File: src/rpn_pkg.sv
`timescale 1ns / 1ps
// ----------------------------------------------------------------------------
// RPN evaluator package
// Shared widths, token and status codes, and the divider status bundle.
// ----------------------------------------------------------------------------
package rpn_pkg;

	localparam int unsigned DATA_W          = 32;
	localparam int unsigned CMD_W           = 3;
	localparam int unsigned STATUS_W        = 2;
	localparam int unsigned STACK_DEPTH_DEF = 16;

	// Token kinds.
	localparam logic [CMD_W-1:0] CMD_OPERAND = 3'd0;
	localparam logic [CMD_W-1:0] CMD_ADD     = 3'd1;
	localparam logic [CMD_W-1:0] CMD_SUB     = 3'd2;
	localparam logic [CMD_W-1:0] CMD_MUL     = 3'd3;
	localparam logic [CMD_W-1:0] CMD_DIV     = 3'd4;

	// Status codes.
	localparam logic [STATUS_W-1:0] ERR_NONE      = 2'd0;
	localparam logic [STATUS_W-1:0] ERR_UNDERFLOW = 2'd1;
	localparam logic [STATUS_W-1:0] ERR_OVERFLOW  = 2'd2;
	localparam logic [STATUS_W-1:0] ERR_DIVZERO   = 2'd3;

	typedef struct packed {
		logic busy;
		logic done;
	} div_sts_t;

endpackage

File: src/rpn_if.sv
`timescale 1ns / 1ps
// ----------------------------------------------------------------------------
// RPN evaluator channels
// Token channel into the evaluator and result channel out of it.
// ----------------------------------------------------------------------------
interface rpn_in_if;
	logic                                valid;
	logic                                ready;
	logic [rpn_pkg::CMD_W-1:0]           command;
	logic signed [rpn_pkg::DATA_W-1:0]   operand_value;
	logic                                last_token;

	modport source (output valid, output command, output operand_value, output last_token,
		input ready);
	modport sink (input valid, input command, input operand_value, input last_token,
		output ready);
endinterface

interface rpn_out_if;
	logic                                valid;
	logic                                ready;
	logic signed [rpn_pkg::DATA_W-1:0]   result_value;
	logic [rpn_pkg::STATUS_W-1:0]        status;

	modport source (output valid, output result_value, output status, input ready);
	modport sink (input valid, input result_value, input status, output ready);
endinterface

File: src/rpn_stack_evaluator.sv
`timescale 1ns / 1ps
// ----------------------------------------------------------------------------
// RPN stack evaluator
// Postfix expression evaluator with an operand stack held in a RAM.
// ----------------------------------------------------------------------------
//
//   Channel   Role   Beat contents
//   tokens    sink   command, operand_value, last_token
//   results   source result_value, status (one beat per last token)
//
// An operand token is handled as it is taken. An add, subtract or multiply
// then waits in a fetch state on the registered read of the stack RAM, and a
// divide also waits on the bit-serial divider. A last token then forms the
// result in a finish state, waiting there while the result register is still
// full. Reset clears the stack count, the error flag and the result register;
// the stack RAM needs no clearing because only entries below the count are read.
//
module rpn_stack_evaluator #(
	parameter int unsigned STACK_DEPTH = rpn_pkg::STACK_DEPTH_DEF
) (
	input  logic           clk,
	input  logic           arst_n,
	rpn_in_if.sink         tokens,
	rpn_out_if.source      results
);

	localparam int unsigned W     = rpn_pkg::DATA_W;
	localparam int unsigned CNT_W = $clog2(STACK_DEPTH + 1);
	localparam int unsigned AW    = $clog2(STACK_DEPTH);
	localparam logic [CNT_W-1:0] DEPTH_C = CNT_W'(STACK_DEPTH);

	typedef enum logic [1:0] {S_IDLE, S_RD, S_DIV, S_FIN} state_t;

	// The top of the stack lives in top_q; the entries beneath it live in the
	// RAM at their own stack index. An operator then needs a single RAM read
	// (the left operand) while the right operand is already in hand.
	state_t                         state_q;
	logic [CNT_W-1:0]               count_q;
	logic [W-1:0]                   top_q;
	logic [rpn_pkg::STATUS_W-1:0]   err_q;
	logic [rpn_pkg::CMD_W-1:0]      cmd_q;
	logic                           last_q;
	logic                           out_valid_q;
	logic [W-1:0]                   out_value_q;
	logic [rpn_pkg::STATUS_W-1:0]   out_status_q;

	logic             accept;
	logic             is_push;
	logic             is_op;
	logic             can_push;
	logic             can_pop;
	logic             out_free;
	logic             fin_fire;
	logic [CNT_W-1:0] cnt_m1;
	logic [CNT_W-1:0] cnt_m2;

	logic             ram_we;
	logic             ram_re;
	logic [W-1:0]     left;
	logic [W-1:0]     sum;
	logic [W-1:0]     diff;
	logic [W-1:0]     prod;

	logic             div_start;
	logic [W-1:0]     div_quo;
	rpn_pkg::div_sts_t div_sts;

	// The block works on one token at a time. Because a push writes the RAM at
	// its own accept edge and an operator reads only at a later accept edge,
	// a read never overlaps a pending write to the same entry.
	assign tokens.ready = (state_q == S_IDLE);
	assign accept       = tokens.valid && tokens.ready;

	assign is_push  = (tokens.command == rpn_pkg::CMD_OPERAND);
	assign is_op    = (tokens.command >= rpn_pkg::CMD_ADD) &&
		(tokens.command <= rpn_pkg::CMD_DIV);
	assign can_push = (count_q < DEPTH_C);
	assign can_pop  = (count_q >= CNT_W'(2));
	assign cnt_m1   = count_q - CNT_W'(1);
	assign cnt_m2   = count_q - CNT_W'(2);

	// A push spills the old top into the RAM, unless the stack was empty.
	assign ram_we = accept && is_push && can_push && (count_q != '0);
	// An operator fetches the entry just below the top.
	assign ram_re = accept && is_op && can_pop;

	rpn_ram #(
		.WIDTH(W),
		.DEPTH(STACK_DEPTH)
	) u_stack_ram (
		.clk   (clk),
		.we    (ram_we),
		.waddr (cnt_m1[AW-1:0]),
		.wdata (top_q),
		.re    (ram_re),
		.raddr (cnt_m2[AW-1:0]),
		.rdata (left)
	);

	// Wrapping arithmetic: left operand from RAM, right operand from top_q.
	assign sum  = left + top_q;
	assign diff = left - top_q;
	assign prod = left * top_q;

	assign div_start = (state_q == S_RD) && (cmd_q == rpn_pkg::CMD_DIV) && (top_q != '0);

	rpn_div u_div (
		.clk      (clk),
		.arst_n   (arst_n),
		.start    (div_start),
		.dividend (left),
		.divisor  (top_q),
		.quotient (div_quo),
		.sts      (div_sts)
	);

	// The result register frees up in the same cycle its beat is taken.
	assign out_free = !out_valid_q || results.ready;
	// A new result beat is loaded in this cycle.
	assign fin_fire = (state_q == S_FIN) && out_free;

	always_ff @(posedge clk or negedge arst_n) begin
		if (!arst_n) begin
			state_q      <= S_IDLE;
			count_q      <= '0;
			top_q        <= '0;
			err_q        <= rpn_pkg::ERR_NONE;
			cmd_q        <= rpn_pkg::CMD_OPERAND;
			last_q       <= 1'b0;
			out_valid_q  <= 1'b0;
			out_value_q  <= '0;
			out_status_q <= rpn_pkg::ERR_NONE;
		end else begin
			// Loading a new beat wins over draining the old one.
			if (fin_fire) begin
				out_valid_q <= 1'b1;
			end else if (results.ready) begin
				out_valid_q <= 1'b0;
			end
			case (state_q)
				S_IDLE: begin
					if (accept) begin
						cmd_q  <= tokens.command;
						last_q <= tokens.last_token;
						if (is_push) begin
							if (can_push) begin
								top_q   <= tokens.operand_value;
								count_q <= count_q + CNT_W'(1);
							end else if (err_q == rpn_pkg::ERR_NONE) begin
								err_q <= rpn_pkg::ERR_OVERFLOW;
							end
							if (tokens.last_token) begin
								state_q <= S_FIN;
							end
						end else if (is_op && can_pop) begin
							state_q <= S_RD;
						end else begin
							// Too few operands: flag it and leave the stack alone.
							// Unused command codes fall through here untouched.
							if (is_op && err_q == rpn_pkg::ERR_NONE) begin
								err_q <= rpn_pkg::ERR_UNDERFLOW;
							end
							if (tokens.last_token) begin
								state_q <= S_FIN;
							end
						end
					end
				end
				S_RD: begin
					// Left operand is now on the RAM read port.
					case (cmd_q)
						rpn_pkg::CMD_ADD: begin
							top_q   <= sum;
							count_q <= cnt_m1;
							state_q <= last_q ? S_FIN : S_IDLE;
						end
						rpn_pkg::CMD_SUB: begin
							top_q   <= diff;
							count_q <= cnt_m1;
							state_q <= last_q ? S_FIN : S_IDLE;
						end
						rpn_pkg::CMD_MUL: begin
							top_q   <= prod;
							count_q <= cnt_m1;
							state_q <= last_q ? S_FIN : S_IDLE;
						end
						default: begin
							if (top_q == '0) begin
								// Divide by zero pops both operands and pushes zero.
								if (err_q == rpn_pkg::ERR_NONE) begin
									err_q <= rpn_pkg::ERR_DIVZERO;
								end
								top_q   <= '0;
								count_q <= cnt_m1;
								state_q <= last_q ? S_FIN : S_IDLE;
							end else begin
								state_q <= S_DIV;
							end
						end
					endcase
				end
				S_DIV: begin
					if (div_sts.done) begin
						top_q   <= div_quo;
						count_q <= cnt_m1;
						state_q <= last_q ? S_FIN : S_IDLE;
					end
				end
				S_FIN: begin
					if (out_free) begin
						// An empty stack gives zero and counts as underflow
						// unless an earlier error is already held.
						out_value_q  <= (count_q != '0) ? top_q : '0;
						out_status_q <= ((count_q == '0) && (err_q == rpn_pkg::ERR_NONE)) ?
							rpn_pkg::ERR_UNDERFLOW : err_q;
						count_q      <= '0;
						err_q        <= rpn_pkg::ERR_NONE;
						state_q      <= S_IDLE;
					end
				end
				default: begin
					state_q <= S_IDLE;
				end
			endcase
		end
	end

	assign results.valid        = out_valid_q;
	assign results.result_value = out_value_q;
	assign results.status       = out_status_q;

	// The stack count never passes the configured depth.
	assert property (@(posedge clk) disable iff (!arst_n)
		count_q <= DEPTH_C)
	else $error("stack count beyond depth");

	// The operand-fetch state always follows a RAM read issued in the cycle before.
	assert property (@(posedge clk) disable iff (!arst_n)
		(state_q == S_RD) |-> $past(ram_re))
	else $error("operand fetch without a RAM read");

	// The divider only runs or reports completion while the sequencer waits for it.
	assert property (@(posedge clk) disable iff (!arst_n)
		(div_sts.busy || div_sts.done) |-> (state_q == S_DIV))
	else $error("divider active outside divide wait");

	// Emitting a result clears the expression state and fills the result register.
	assert property (@(posedge clk) disable iff (!arst_n)
		((state_q == S_FIN) && out_free) |=>
		((count_q == '0) && (err_q == rpn_pkg::ERR_NONE) && out_valid_q))
	else $error("expression state not cleared after result");

endmodule

File: src/rpn_ram.sv
`timescale 1ns / 1ps
// ----------------------------------------------------------------------------
// RPN generic RAM
// One write port and one read port; read data is registered.
// ----------------------------------------------------------------------------
module rpn_ram #(
	parameter int unsigned WIDTH = rpn_pkg::DATA_W,
	parameter int unsigned DEPTH = rpn_pkg::STACK_DEPTH_DEF
) (
	input  logic                     clk,
	input  logic                     we,
	input  logic [$clog2(DEPTH)-1:0] waddr,
	input  logic [WIDTH-1:0]         wdata,
	input  logic                     re,
	input  logic [$clog2(DEPTH)-1:0] raddr,
	output logic [WIDTH-1:0]         rdata
);

	logic [WIDTH-1:0] mem_q [DEPTH];

	always_ff @(posedge clk) begin
		if (we) begin
			mem_q[waddr] <= wdata;
		end
		if (re) begin
			rdata <= mem_q[raddr];
		end
	end

endmodule

File: src/rpn_div.sv
`timescale 1ns / 1ps
// ----------------------------------------------------------------------------
// RPN divider
// Signed 32-bit division truncating toward zero, radix 2, one bit a cycle.
// ----------------------------------------------------------------------------
module rpn_div (
	input  logic                          clk,
	input  logic                          arst_n,
	input  logic                          start,
	input  logic [rpn_pkg::DATA_W-1:0]    dividend,
	input  logic [rpn_pkg::DATA_W-1:0]    divisor,
	output logic [rpn_pkg::DATA_W-1:0]    quotient,
	output rpn_pkg::div_sts_t             sts
);

	localparam int unsigned W      = rpn_pkg::DATA_W;
	localparam int unsigned STEP_W = $clog2(W);
	localparam logic [STEP_W-1:0] LAST_STEP = STEP_W'(W - 1);

	typedef enum logic [1:0] {D_IDLE, D_RUN, D_FIX} dstate_t;

	dstate_t           state_q;
	logic [STEP_W-1:0] step_q;
	logic [W-1:0]      rem_q;
	logic [W-1:0]      quo_q;
	logic [W-1:0]      dvs_q;
	logic              neg_q;
	logic              done_q;
	logic [W:0]        trial;

	// Trial subtraction of the divisor from the partial remainder.
	assign trial = {rem_q, quo_q[W-1]} - {1'b0, dvs_q};

	always_ff @(posedge clk or negedge arst_n) begin
		if (!arst_n) begin
			state_q <= D_IDLE;
			done_q  <= 1'b0;
			step_q  <= '0;
			rem_q   <= '0;
			quo_q   <= '0;
			dvs_q   <= '0;
			neg_q   <= 1'b0;
		end else begin
			done_q <= 1'b0;
			case (state_q)
				D_IDLE: begin
					if (start) begin
						quo_q   <= dividend[W-1] ? (W'(0) - dividend) : dividend;
						dvs_q   <= divisor[W-1] ? (W'(0) - divisor) : divisor;
						rem_q   <= '0;
						neg_q   <= dividend[W-1] ^ divisor[W-1];
						step_q  <= '0;
						state_q <= D_RUN;
					end
				end
				D_RUN: begin
					if (!trial[W]) begin
						rem_q <= trial[W-1:0];
						quo_q <= {quo_q[W-2:0], 1'b1};
					end else begin
						rem_q <= {rem_q[W-2:0], quo_q[W-1]};
						quo_q <= {quo_q[W-2:0], 1'b0};
					end
					step_q <= step_q + STEP_W'(1);
					if (step_q == LAST_STEP) begin
						state_q <= D_FIX;
					end
				end
				D_FIX: begin
					if (neg_q) begin
						quo_q <= W'(0) - quo_q;
					end
					done_q  <= 1'b1;
					state_q <= D_IDLE;
				end
				default: begin
					state_q <= D_IDLE;
				end
			endcase
		end
	end

	assign quotient = quo_q;
	assign sts.busy = (state_q != D_IDLE);
	assign sts.done = done_q;

endmodule
File: src/flat_wrapper.sv
// flat-port wrapper written by rule: the top's interface ports become plain ports
module rpn_stack_evaluator_flat 
#(
	parameter int unsigned STACK_DEPTH = rpn_pkg::STACK_DEPTH_DEF
)
  (clk, arst_n, tokens_valid, tokens_command, tokens_operand_value, tokens_last_token, tokens_ready, results_valid, results_result_value, results_status, results_ready);
  rpn_in_if tokens_i ();
  rpn_out_if results_i ();
  input  logic clk;
  input  logic arst_n;
  input wire logic [$bits(tokens_i.valid)-1:0] tokens_valid;
  input wire logic [$bits(tokens_i.command)-1:0] tokens_command;
  input wire logic [$bits(tokens_i.operand_value)-1:0] tokens_operand_value;
  input wire logic [$bits(tokens_i.last_token)-1:0] tokens_last_token;
  output wire logic [$bits(tokens_i.ready)-1:0] tokens_ready;
  output wire logic [$bits(results_i.valid)-1:0] results_valid;
  output wire logic [$bits(results_i.result_value)-1:0] results_result_value;
  output wire logic [$bits(results_i.status)-1:0] results_status;
  input wire logic [$bits(results_i.ready)-1:0] results_ready;
  assign tokens_i.valid = tokens_valid;
  assign tokens_i.command = tokens_command;
  assign tokens_i.operand_value = tokens_operand_value;
  assign tokens_i.last_token = tokens_last_token;
  assign tokens_ready = tokens_i.ready;
  assign results_valid = results_i.valid;
  assign results_result_value = results_i.result_value;
  assign results_status = results_i.status;
  assign results_i.ready = results_ready;
  rpn_stack_evaluator #(.STACK_DEPTH(STACK_DEPTH)) u_core (.clk(clk), .arst_n(arst_n), .tokens(tokens_i), .results(results_i));
endmodule
File: config.mk
export PLATFORM = sky130hd
export DESIGN_NAME = rpn_stack_evaluator_flat
export DESIGN_NICKNAME = d
export VERILOG_FILES = /design/src/rpn_pkg.sv /design/src/rpn_if.sv /design/src/rpn_stack_evaluator.sv /design/src/rpn_ram.sv /design/src/rpn_div.sv /design/src/flat_wrapper.sv
export SDC_FILE = /design/constraint.sdc
export NUM_CORES = 2
export LEC_CHECK = 0
export ABC_AREA = 0
export BUFFER_PORTS_ARGS = -buffer_cell sky130_fd_sc_hd__buf_2
export CORE_MARGIN = 3
export CORE_UTILIZATION = 55
export DETAILED_ROUTE_END_ITERATION = 16
export GPL_ROUTABILITY_DRIVEN = 0
export GPL_TIMING_DRIVEN = 0
export PLACE_DENSITY = 0.7
export SETUP_SLACK_MARGIN = 0.2
export SYNTH_ARGS = -nofsm -noshare
export SYNTH_HDL_FRONTEND = slang
export SYNTH_HIERARCHICAL = 1
export SYNTH_SLANG_ARGS = --single-unit
File: constraint.sdc
create_clock -name clk -period 22.4 [get_ports clk]
set_input_delay 6.72 -clock clk [delete_from_list [all_inputs] [get_ports clk]]
set_output_delay 6.72 -clock clk [all_outputs]
set_load 0.005 [all_outputs]
Yosys cells after proc, flatten, opt, wreduce, memory -nomap -nowiden
Memories as Yosys holds them, arrays and structs flattened. A register that Yosys moved wholly into a read port is not among the register bits.
Index checks and enable logic that the tools add are counted.
- flip-flop bits (word level): 185
- latch bits: 0
- RAM bits: 512
- ROM bits: 0
- input bits: 40
- output and inout port bits: 36
- word-level logic and storage cells: 155
- memories kept: 1
- add/subtract/negate cells: 10
- multiply operators: 1
- div/mod/pow operators: 0
- order comparisons: 4
- eq/ne operators: 27
- shift operators: 0
- muxes and demuxes: 56
- bitwise gates (word level): 1
- reductions and logical operators: 39
- memories (name ; words ; bits a word ; rd ports ; clocked after memory_dff ; write ports ; RTL line ; source):
    u_core.u_stack_ram.mem_q ; 16 ; 32 ; 1 ; 1 ; 1 ; rpn_ram.sv:19 ; logic [WIDTH-1:0] mem_q [DEPTH];
- operators with widths (cell ; number):
    two-way mux 32 bit ; 12
    one-hot mux 32 bit (3 select lines) ; 3
    subtractor 1 x 32 -> 32 bit, first input constant ; 3
    one-hot mux 32 bit (2 select lines) ; 1
    two-way mux 2 bit ; 21
    two-way mux 5 bit ; 8
    subtractor 33 x 32 -> 33 bit ; 1
    adder 32 bit ; 1
    zero test 32 bit ; 1
    multiplier 32 x 32 -> 32 bit ; 1
    nonzero test 32 bit ; 1
    subtractor 32 bit ; 1
    one-hot mux 5 bit (4 select lines) ; 1
    inequality test 2 bit, second input constant ; 9
    inequality test 3 bit, second input constant ; 5
    logical AND 1 bit ; 13
    AND reduction 6 bit ; 2
    adder 5 x 1 -> 5 bit, second input constant ; 2
    one-hot mux 5 bit (2 select lines) ; 1
    AND reduction 10 bit ; 1
    AND reduction 2 bit ; 5
    nonzero test 3 bit ; 3
    one-hot mux 2 bit (4 select lines) ; 1
    equality test 2 bit, second input constant ; 3
    26 further kinds ; 38

Longest topological paths before layout
- depth after elaboration: 8
- mapped depth: 27
- mapped depth without buffers: 25

Modules after synthesis
The synthesis kept the hierarchy.
- by module, submodules not included (module ; instances ; cells each ; area each (um^2) ; sequential area each (um^2)):
    rpn_stack_evaluator ; 1 ; 2515 ; 22222.6 ; 2001.9
    rpn_ram ; 1 ; 838 ; 20155.6 ; 16335.7
    rpn_div ; 1 ; 1073 ; 8543.2 ; 2627.5

Worst setup path before layout
OpenSTA, ideal clock, no wires.
- kind: input-to-reg
- from: in tokens_command[0]
- to: mem u_core/u_stack_ram/mem_q[0][0] (netlist bit), enable pin
- setup time: 0.461 ns
- arrival: 10.327 ns
- required time: 21.939 ns
- path slack: 11.612 ns
- stages on the path: 5
- buffers on the path: 0
- path through: or3_1 > nand2b_1 > nor3_1 > or3b_2 > nor3_1
- cells in the longest elaborated chain, start to end: 6
- RTL lines (element ; RTL line ; source):
    start, declared ; flat_wrapper.sv:12 ; input wire logic [$bits(tokens_i.command)-1:0] tokens_command;
    zero test 3 bit ; rpn_stack_evaluator.sv:74 ; assign is_push = (tokens.command == rpn_pkg::CMD_OPERAND);
    logical AND 1 bit (3 in series) ; rpn_stack_evaluator.sv:83 ; assign ram_we = accept && is_push && can_push && (count_q != '0);
    named net u_core.ram_we ; rpn_stack_evaluator.sv:57 ; logic ram_we;
    two-way mux 1 bit ; rpn_ram.sv:22 ; if (we) begin
    two-way mux 1 bit (implied by the code) ; rpn_ram.sv:23 ; mem_q[waddr] <= wdata;
    end, declared ; rpn_ram.sv:19 ;
The timed path passes the listed nets, and every way through them passes these cells.

Worst setup path in the final report
- from: reg u_core.top_q[8]
- to: reg u_core.top_q[28]
- cells in the longest elaborated chain, start to end: 3
- elaborated cells on any way between the ends: 8
- those cells by class: 2 x add/sub; 1 x mul; 1 x eq/ne; 2 x mux; 2 x reduce/logical
- RTL lines (element ; RTL line ; source):
    start, declared ; rpn_stack_evaluator.sv:39 ; logic [W-1:0] top_q;
    start signal, assigned ; rpn_stack_evaluator.sv:147 ; top_q <= tokens.operand_value;
    start signal, assigned ; rpn_stack_evaluator.sv:173 ; top_q <= sum;
    start signal, assigned ; rpn_stack_evaluator.sv:178 ; top_q <= diff;
    multiplier 32 x 32 -> 32 bit (tied with other cells) ; rpn_stack_evaluator.sv:103 ; assign prod = left * top_q;
    one-hot mux 32 bit (3 select lines) / inequality test 5 bit (equally long branches) ; - ;
    one-hot mux 32 bit (3 select lines) / AND reduction 6 bit (equally long branches) ; - ;
Several ways; a longest one is shown, not always the timed one.
A chain may end at the register's enable or synchronous reset.

==> out/qor.yml <==
run_status:
  status: "complete, but fails checks"
  violations: "max-capacitance violations, max-slew violations"
yosys:
  synth-main-ff-cell: "edfxtp_1"
  synthCells: 4426
  ys_seq_elements: 729
  syn_area_per_cell_um2: 11.51
  synth_area_mm2: 0.05092
  synth_edf_count: 544
  async_flop_share_pct: 25.38
  ys_types: 89
  synth_top_area_share_pct: 32.08
  yosys.area.top_type: "edfxtp_1"
  synth_warnings: 6
  ys_seq_area_share_pct: 41.17
  synth_nets: 5085
  synth_area_leaders: "edfxtp_1 32%, fa_1 16%, dfrtp_1 9.1%"
  synth.most_common_cell: "edfxtp_1"
  synth_common_cells: "544 x edfxtp_1, 477 x nand2_1, 453 x inv_1"
finish:
  layout-drive-gt1-share_pct: 8.752
  regArea_mm2: 0.02097
  syn_to_final_growth_pct: 9.465
  multi_input_area_mm2: 0.02736
  fin_util_pct: 61.36
  final_nets: 5262
  nFillCells: 7159
  stdcell_count: 5842
critical_path:
  cp_max_fo: 22
  start_kind: "register"
  crit_path_end_kind: "register"
  crit_top_cell: "fa_1"
  path_class: "register to register"
  cp.arrival_ns: 10.32
  cp_slowest_cell: "dfrtp_1"
  crit_required_ns: 22.88
  slowest_delay_ns: 1.11
  r2r_slack_ns: 12.56
sta:
  grt_setup_unrepaired: "no"
  drv_slew: 24
  finalHoldViolCount: 0
  fin_crit_sh_pct: 43.92
  max_slew.worst_pin.slew_ns: 1.538
  setup_violations: 0
  finalCriticalPeriod_ns: 9.838
  maxSlewHeadroom_pct: -2.551
  tns_ns: 0
  clock.fmax_ghz: 0.1016
  skew_ns: 0.02870
floorplan:
  num_rows: 110
  core_mm2: 0.09084
  start_util_pct: 56.06
  fp.dieArea_mm2: 0.09627
  fp.dieH_um: 310.3
  pin_count: 76
  die_w_um: 310.3
clock_tree:
  cts_tree: "built"
  cts_setup_buffers: 0
  clk_path_buf_depth: 3
  ctsHoldBuffers: 0
  numClockSinks: 729
  clk_pin_slew_ns: 0.06
  htreeDepth: 3
  root_buffer: "clkbuf_16"
  post_cts_resized: 0
  cts_buffers: 74
  clk_latency_ns: 0.65
place:
  io_buffers: 75
  post-place-cells: 5703
  hpwl_um: 117500
grt:
  grt_max_degree: 104
  grt_overflow: 0
  antenna_found_initial: 12
  grt_pass1_vias: 37130
  gr-usage-all-layers_pct: 34.32
  grt_pass1_wl_um: 240200
drt:
  first_iter_violations: 5045
  finalWirelength_um: 162600
  drc: 0
  routed_via_density: 6.446
  first_pass_iters: 9
  vias: 37660
  ant_nets: 0
  wl_per_cell_um: 27.83
hold_path:
  hold_path_class: "register to register"
job:
  maxCapViolations: 1
==> through the flow <==
step	hold WS [ns]	cell area (um^2)	worst slack, ns
after floorplan	0.4498	50920	11.61
after global placement	0.4615	52770	8.959
after detailed placement	0.4707	53320	12.42
after CTS	0.4844	55730	12.83
after global routing	0.5127	55730	12.28
final	0.4831	55740	12.56
==> metal layers <==
layer	vias up	share of wire, %	track usage, %	wire length, um
met5	-	0.058	0	94
met4	8	6.3	17.45	10280
met3	546	14	10.77	22450
met2	2543	42	49.34	68360
met1	18820	38	47.33	61380
li1	15740	-	-	-
==> flip-flops by register name, summed over array words and instances (netlist names) <==
signal,flops
u_core/cmd_q,3
u_core/state_q,2
u_core/u_stack_ram/mem_q,512
u_core/u_div/state_q,2
u_core/u_div/dvs_q,32
u_core/u_stack_ram/rdata,32
u_core/u_div/quotient,32
u_core/last_q,1
u_core/err_q,2
u_core/u_div/done_q,1
u_core/u_div/step_q,5
u_core/results.result_value,32
u_core/top_q,32
u_core/count_q,5
u_core/u_div/rem_q,32
u_core/results.valid,1
u_core/u_div/neg_q,1
u_core/results.status,2
==> placed cells by master (no fill, tap or decap), drive strengths merged, types with 146 or more instances in the layout <==
| cell type | instances |
|---|---|
| edfxtp | 544 |
| nand2 | 479 |
| inv | 457 |
| fa | 410 |
| and2 | 322 |
| clkbuf | 306 |
| o21ai | 231 |
| ha | 209 |
| dfrtp | 185 |
| buf | 146 |
==> logic make-up (layout without fill, tap and decap cells) <==
| group | Yosys count | after routing | share of synthesized area, % |
|---|---|---|---|
| compound gates | 765 | 765 | 9.856 |
| fa+ha+maj | 619 | 619 | 21.25 |
| buf+inv | 706 | 942 | 5.339 |
| simple gates | 1198 | 1198 | 11.76 |
| mux | 170 | 170 | 6.504 |
| flops | 729 | 729 | 41.17 |
| other cells | 0 | 4 | 0 |
| xor+xnor | 239 | 239 | 4.111 |
==> worst paths after layout <==
path | endpoint | start | cells after the start
setup / recovery | u_core/top_q[28]$_DFFE_PN0P_ | u_core/top_q[8]$_DFFE_PN0P_ | 26
hold / removal | u_core/u_div/dvs_q[5]$_DFFE_PN0P_ | u_core/u_div/dvs_q[5]$_DFFE_PN0P_ | 2
setup reg to reg | u_core/top_q[28]$_DFFE_PN0P_ | u_core/top_q[8]$_DFFE_PN0P_ | 26
hold reg to reg | u_core/u_div/dvs_q[5]$_DFFE_PN0P_ | u_core/u_div/dvs_q[5]$_DFFE_PN0P_ | 2
max in group asynchronous | u_core/top_q[6]$_DFFE_PN0P_ | arst_n | 2
min in group asynchronous | u_core/results.status[0]$_DFFE_PN0P_ | arst_n | 1
==> cell type report <==
class                   count  share of cell area [%]
clock inverters            37                  0.6801
multi-input cells        2991                   49.08
clock buffers              98                   3.650
inverters                 453                   3.051
well taps                1176                   2.640
diodes                      4                 0.01796
plain buffers             253                   1.827
repair buffers            101                   1.448
flip-flops and latches    729                   37.61
==> critical path, delay by kind of cell (launching register included) <==
kind | cells | cell delay, ns
buffers and inverters | 7 | 1.91
flip-flops | 1 | 1.11
AND/OR/NAND/NOR | 4 | 0.88
adder cells (fa/ha/maj) | 9 | 4.26
XOR/XNOR | 1 | 0.29
AO/OA/AOI/OAI | 5 | 1.21
Power is left out: the tool's default activity adds up to more than one toggle a clock period on the data nets, which glitch-free logic cannot reach.
